$ cat src/sv/assert_macros.svh
// assertion helpers shared by the rtl
`ifndef ASSERT_MACROS_SVH
`define ASSERT_MACROS_SVH

`ifndef SYNTHESIS
// same-cycle implication
`define PIP_ASSERT_IMPL(lbl, clk, rst_n, ante, cons) \
    lbl: assert property (@(posedge clk) disable iff (!rst_n) (ante) |-> (cons)) \
        else $error("pip assertion failed");
// next-cycle implication
`define PIP_ASSERT_NEXT(lbl, clk, rst_n, ante, cons) \
    lbl: assert property (@(posedge clk) disable iff (!rst_n) (ante) |=> (cons)) \
        else $error("pip assertion failed");
`else
`define PIP_ASSERT_IMPL(lbl, clk, rst_n, ante, cons)
`define PIP_ASSERT_NEXT(lbl, clk, rst_n, ante, cons)
`endif

`endif

$ cat src/sv/pip_pkg.sv
`default_nettype none

package pip_pkg;

    // table size and coordinate format
    localparam int MAX_EDGES  = 1024;
    localparam int COORD_BITS = 24;
    localparam int CNT_W      = $clog2(MAX_EDGES + 1);
    localparam int ADDR_W     = $clog2(MAX_EDGES);
    localparam int DIFF_W     = COORD_BITS + 1;
    localparam int PROD_W     = 2 * DIFF_W;
    localparam int EDGE_W     = 4 * COORD_BITS;
    localparam int OP_W       = 2;
    localparam int STATUS_W   = 2;

    // operation codes on the request channel
    localparam logic [OP_W-1:0] OP_CLEAR = 2'd0;
    localparam logic [OP_W-1:0] OP_ADD   = 2'd1;
    localparam logic [OP_W-1:0] OP_QUERY = 2'd2;

    typedef logic signed [COORD_BITS-1:0] t_coord;
    typedef logic signed [DIFF_W-1:0]     t_diff;
    typedef logic signed [PROD_W-1:0]     t_prod;
    typedef logic [CNT_W-1:0]             t_count;

    typedef enum logic [STATUS_W-1:0] {
        ST_OK    = 2'd0,
        ST_HORIZ = 2'd1,
        ST_FULL  = 2'd2
    } t_status;

    // command kinds after classification
    typedef enum logic [2:0] {
        K_NOP,
        K_CLEAR,
        K_ADD,
        K_HORIZ,
        K_QUERY
    } t_kind;

    // x0/y0 hold the edge start or the query point, x1/y1 the edge end
    typedef struct packed {
        t_kind  kind;
        t_coord x0;
        t_coord y0;
        t_coord x1;
        t_coord y1;
    } t_cmd;

endpackage

`default_nettype wire

$ cat src/sv/pip_in_if.sv
`default_nettype none

interface pip_in_if;
    import pip_pkg::*;

    logic                 valid;
    logic                 ready;
    logic [OP_W-1:0]      operation;
    t_coord               start_x;
    t_coord               start_y;
    t_coord               end_x;
    t_coord               end_y;
    t_coord               point_x;
    t_coord               point_y;

    modport source (
        output valid, operation, start_x, start_y, end_x, end_y, point_x, point_y,
        input  ready
    );

    modport sink (
        input  valid, operation, start_x, start_y, end_x, end_y, point_x, point_y,
        output ready
    );

endinterface

`default_nettype wire

$ cat src/sv/pip_front.sv
`default_nettype none

module pip_front (
    input  wire logic          i_clk,
    input  wire logic          i_rst_n,
    pip_in_if.sink             i_req,
    output pip_pkg::t_cmd      o_cmd,
    output logic               o_cmd_valid,
    input  wire logic          i_cmd_ready
);
    import pip_pkg::*;

    // two-slot queue, pointers wrap naturally at this depth
    localparam int QDEPTH = 2;
    localparam int QPTR_W = 1;
    localparam int QCNT_W = 2;

    t_cmd              r_slot [QDEPTH];
    logic [QPTR_W-1:0] r_wr_ptr;
    logic [QPTR_W-1:0] r_rd_ptr;
    logic [QCNT_W-1:0] r_count;
    t_cmd              w_cls;
    logic              w_push;
    logic              w_pop;

    // classify the incoming beat
    always_comb begin
        w_cls.kind = K_NOP;
        w_cls.x0   = i_req.start_x;
        w_cls.y0   = i_req.start_y;
        w_cls.x1   = i_req.end_x;
        w_cls.y1   = i_req.end_y;
        unique case (i_req.operation)
            OP_CLEAR: w_cls.kind = K_CLEAR;
            OP_ADD: begin
                w_cls.kind = (i_req.start_y == i_req.end_y) ? K_HORIZ : K_ADD;
            end
            OP_QUERY: begin
                w_cls.kind = K_QUERY;
                w_cls.x0   = i_req.point_x;
                w_cls.y0   = i_req.point_y;
            end
            default: w_cls.kind = K_NOP;
        endcase
    end

    assign i_req.ready = (r_count != QCNT_W'(QDEPTH));
    assign w_push      = i_req.valid && i_req.ready;
    assign o_cmd_valid = (r_count != '0);
    assign w_pop       = o_cmd_valid && i_cmd_ready;
    assign o_cmd       = r_slot[r_rd_ptr];

    // queue control
    always_ff @(posedge i_clk) begin
        if (!i_rst_n) begin
            r_wr_ptr <= '0;
            r_rd_ptr <= '0;
            r_count  <= '0;
        end else begin
            if (w_push) begin
                r_wr_ptr <= r_wr_ptr + QPTR_W'(1);
            end
            if (w_pop) begin
                r_rd_ptr <= r_rd_ptr + QPTR_W'(1);
            end
            case ({w_push, w_pop})
                2'b10:   r_count <= r_count + QCNT_W'(1);
                2'b01:   r_count <= r_count - QCNT_W'(1);
                default: r_count <= r_count;
            endcase
        end
    end

    // queue payload
    always_ff @(posedge i_clk) begin
        if (w_push) begin
            r_slot[r_wr_ptr] <= w_cls;
        end
    end

endmodule

`default_nettype wire

$ cat src/flat_wrapper.sv
// flat-port wrapper written by rule: the top's interface ports become plain ports
module pip_front_flat import pip_pkg::*;
  (i_clk, i_rst_n, o_cmd, o_cmd_valid, i_cmd_ready, i_req_valid, i_req_operation, i_req_start_x, i_req_start_y, i_req_end_x, i_req_end_y, i_req_point_x, i_req_point_y, i_req_ready);
  pip_in_if i_req_i ();
  input  wire logic i_clk;
  input  wire logic i_rst_n;
  output pip_pkg::t_cmd o_cmd;
  output logic o_cmd_valid;
  input  wire logic i_cmd_ready;
  input wire logic [$bits(i_req_i.valid)-1:0] i_req_valid;
  input wire logic [$bits(i_req_i.operation)-1:0] i_req_operation;
  input wire logic [$bits(i_req_i.start_x)-1:0] i_req_start_x;
  input wire logic [$bits(i_req_i.start_y)-1:0] i_req_start_y;
  input wire logic [$bits(i_req_i.end_x)-1:0] i_req_end_x;
  input wire logic [$bits(i_req_i.end_y)-1:0] i_req_end_y;
  input wire logic [$bits(i_req_i.point_x)-1:0] i_req_point_x;
  input wire logic [$bits(i_req_i.point_y)-1:0] i_req_point_y;
  output wire logic [$bits(i_req_i.ready)-1:0] i_req_ready;
  assign i_req_i.valid = i_req_valid;
  assign i_req_i.operation = i_req_operation;
  assign i_req_i.start_x = i_req_start_x;
  assign i_req_i.start_y = i_req_start_y;
  assign i_req_i.end_x = i_req_end_x;
  assign i_req_i.end_y = i_req_end_y;
  assign i_req_i.point_x = i_req_point_x;
  assign i_req_i.point_y = i_req_point_y;
  assign i_req_ready = i_req_i.ready;
  pip_front u_core (.i_clk(i_clk), .i_rst_n(i_rst_n), .i_req(i_req_i), .o_cmd(o_cmd), .o_cmd_valid(o_cmd_valid), .i_cmd_ready(i_cmd_ready));
endmodule
$ cat config.mk
export PLATFORM = sky130hd
export DESIGN_NAME = pip_front_flat
export DESIGN_NICKNAME = d
export VERILOG_FILES = /design/src/sv/assert_macros.svh /design/src/sv/pip_pkg.sv /design/src/sv/pip_in_if.sv /design/src/sv/pip_front.sv /design/src/flat_wrapper.sv
export SDC_FILE = /design/constraint.sdc
export NUM_CORES = 1
export LEC_CHECK = 0
export ABC_AREA = 1
export BUFFER_PORTS_ARGS = -buffer_cell sky130_fd_sc_hd__buf_2
export CAP_MARGIN = 20
export CORE_MARGIN = 3
export CORE_UTILIZATION = 36
export CTS_BUF_LIST = sky130_fd_sc_hd__clkbuf_16
export DETAILED_ROUTE_END_ITERATION = 16
export GPL_TIMING_DRIVEN = 0
export PLACE_DENSITY = 0.57
export SYNTH_ARGS = -nofsm -noshare
export SYNTH_HDL_FRONTEND = slang
export SYNTH_SLANG_ARGS = --single-unit
$ cat constraint.sdc
create_clock -name i_clk -period 8.25 [get_ports i_clk]
set_input_delay 2.475 -clock i_clk [delete_from_list [all_inputs] [get_ports i_clk]]
set_output_delay 2.475 -clock i_clk [all_outputs]
set_load 0.03 [all_outputs]
==> flow_metrics.py <==
metrics = {
    "status": {
        "outcome": "completed",
    },
    "place": {
        "portBuffers": 250,
        "placed_area_um2": 10200,
        "routabilityCongestion": 0.707,
        "hpwl_um": 14300,
    },
    "grt": {
        "grt_pass1_vias": 5154,
        "track_usage": 0.151,
        "antenna_found_initial": 4,
        "grt_pass1_wl_um": 28800,
        "grt_max_degree": 31,
        "overflow": 0,
    },
    "setup_path": {
        "crit_buf_inv": 3,
        "cp_data_arrival_time_ps": 1890,
        "worst_path_dominant_cell_family": "buffers and inverters",
        "reg2regPathDepth": 6,
        "r2r_end": "u_core.r_slot[1][81]$_DFFE_PP_",
        "worst-path-max-fanout": 10,
        "rrSetupSlack_ps": 6140,
        "worstSetupPathType": "register to output pin",
        "critPathSlowestCell": "mux2_2",
        "cp_cell_sequence": "buf_6 > buf_2 > mux2_2 > buf_2",
        "crit_required_ps": 5780,
        "critPathMaxStageDelay_ps": 380,
        "worstSetupEndpointType": "output pin",
        "crit_top_cell": "buf_2",
        "start_kind": "register",
        "rr_startpoint": "u_core.r_count[0]$_SDFFE_PN0P_",
    },
    "pwr": {
        "clock_power_share": 0.307,
        "pwr-share-comb": 0.258,
        "p_seq_frac": 0.436,
        "p_leak_nw": 4.47,
        "ir_drop_v": 0.000152,
        "fin_total_pwr_mw": 2.96,
        "swShare": 0.303,
        "intPower_mw": 2.07,
        "p_switching_mw": 0.897,
        "cellPowerDensity_nw_per_um2": 274,
    },
    "clocking": {
        "clock_path_buffers": 3,
        "clk_pin_slew_ps": 60,
        "hold_buffers": 0,
        "cts_tree": "built",
        "numCtsBuffers": 22,
        "clkSinkCount": 203,
        "cts_setup_buffers": 0,
        "clk_latency_ps": 500,
        "ctsResizeCount": 0,
        "h-tree-depth": 1,
        "root_buffer": "clkbuf_16",
    },
    "sta": {
        "slew_headroom": 0.551,
        "finalHoldViolCount": 0,
        "drv_slew": 0,
        "finClkSkew_ps": 10.6,
        "period_needed_ps": 4360,
        "rsz0062_at_grt": "false",
        "worst_slew_pin_slew_ps": 672,
        "finalSetupViolCount": 0,
        "max_freq_mhz": 229,
        "period_share": 0.529,
    },
    "drt": {
        "wl_per_cell_um": 17.0,
        "viasPerCell": 4.52,
        "finalWirelength_um": 20000,
        "final_antenna_net_count": 0,
        "drc": 0,
        "first_pass_iters": 5,
        "drt_iter0_markers": 272,
        "vias": 5329,
    },
    "floorplanning": {
        "initial_core_util": 0.368,
        "ios": 251,
        "dieArea_um2": 25100,
        "core_um2": 22800,
        "dieWidth_um": 159,
        "die_height_um": 159,
        "rows": 55,
    },
    "yosys": {
        "ys.flop_type": "edfxtp_1",
        "syn_area_um2": 8370,
        "async_flop_share": 0,
        "synth.top_cell.area_share": 0.710,
        "synthesis.nets": 722,
        "synth-compound-area-share": 0.0126,
        "synth.area.mux_share": 0.138,
        "synth_top_family_by_area": "multiplexers",
        "synth-edff-count": 198,
        "netlist_top_cells_count": "edfxtp_1, nand2_1, mux2_2",
        "synth_fa_ha_area_frac": 0.00149,
        "synthXorXnorAreaFrac": 0.0146,
        "synth_seq_cells": 203,
        "synthCells": 571,
        "synth.most_common_cell": "edfxtp_1",
        "synthSimpleGateAreaFrac": 0.0843,
        "ys_types": 20,
        "ys_warn_count": 0,
        "ys_seq_area_frac": 0.722,
        "synth.area.top_cells": "edfxtp_1, mux2_2, nand2_1, mux2_4, dfxtp_1",
        "synth.avg_cell_area_um2": 14.7,
        "synth_top_area_cell": "edfxtp_1",
    },
    "worst_hold_path": {
        "min_from": "u_core.r_rd_ptr$_SDFFE_PN0P_",
        "holdCritPathClass": "register to register",
        "hold_depth": 1,
    },
    "finish": {
        "layout-drive-gt1-share": 0.469,
        "fillCellCount": 2096,
        "multi_input_area_um2": 2110,
        "nets": 1002,
        "post-route-cell-area_um2": 10800,
        "register_area_um2": 6050,
        "area_growth_pct": 29.2,
    },
    "run": {
        "cap_violations": 0,
    },
}
[power groups by stage]
stage	clock, mW	sequential [mW]	combinational, mW
global placement	0	1.34	0.752
detailed placement	0	1.31	0.775
CTS	0.938	1.29	0.778
finish	0.910	1.29	0.764
global route	0.980	1.30	0.822
floorplan	0	1.32	0.523
[registers in the layout, indices dropped and copies added, names as in the netlist, named ones only]
name,count
u_core.r_count,2
u_core.r_wr_ptr,1
u_core.r_rd_ptr,1
u_core.r_slot,198
[worst reg2reg max path: cells and delay by family, from the launching register on]
kind          cells  cell delay, ps
flops             1             340
simple gates      3             830
buf+inv           3             620
[cells by family (layout without fill, tap and decap cells)]
| family | Yosys count | count (layout) |
|---|---|---|
| flops | 203 | 203 |
| xor+xnor | 14 | 14 |
| simple gates | 185 | 185 |
| buf+inv | 48 | 343 |
| compound gates | 21 | 21 |
| other cells | 0 | 1 |
| mux | 99 | 99 |
| fa+ha+maj | 1 | 1 |
[cell usage in the layout (no fill, tap or decap), drive strengths merged]
master	Yosys	routed
nor2	12	12
clkbuf	2	25
clkinv	0	9
diode	0	1
ha	1	1
buf	19	275
dfxtp	5	5
nand4	1	1
inv	27	32
xor2	4	4
nand2	171	171
mux2	99	99
a21oi	6	6
xnor2	10	10
clkinvlp	0	1
o21ai	15	15
nand3	1	1
edfxtp	198	198
bufinv	0	1
[layout make-up]
type / instances / share of cell area
Buffer: 21 / 0.0119
Antenna cell: 1 / 0.000231
Multi-Input combinational cell: 320 / 0.195
Timing Repair Buffer: 256 / 0.127
Sequential cell: 203 / 0.559
Clock inverter: 16 / 0.00855
Clock buffer: 23 / 0.0532
Tap cell: 313 / 0.0362
Inverter: 27 / 0.00936
[through the flow]
stage                     instances  hold slack [ps]   util  setup TNS (ps)  setup slack [ps]
final                          1180              464  0.475               0              3890
after CTS                      1179              459  0.475               0              3840
after floorplan                 571              425      -               0               971
after detailed placement       1140              448  0.446               0              4040
after global routing           1180              494  0.475               0              3770
after global placement         1134              435  0.440         -380940             -1960
[per-layer routing]
| layer | up-vias | wire (um) | GRT usage |
|---|---|---|---|
| li1 | 2589 | - | - |
| met1 | 2515 | 8830 | 0.202 |
| met2 | 182 | 9190 | 0.247 |
| met3 | 37 | 1590 | 0.0394 |
| met4 | 6 | 367 | 0.0365 |
| met5 | - | 41 | 0 |
[how the worst max path moves through the flow]
stage	end	slack (ps)	cells past startpoint
6_report	o_cmd[49]	3890	4
5_1_grt	o_cmd[49]	3770	4
2_1_floorplan	u_core.r_slot[0][0]$_DFFE_PP_	970	2
3_3_place_gp	u_core.r_slot[1][85]$_DFFE_PP_	-1960	3
3_5_place_dp	u_core.r_slot[1][85]$_DFFE_PP_	4040	5
4_1_cts	o_cmd[92]	3840	5
(Power assumes the default switching activity.)
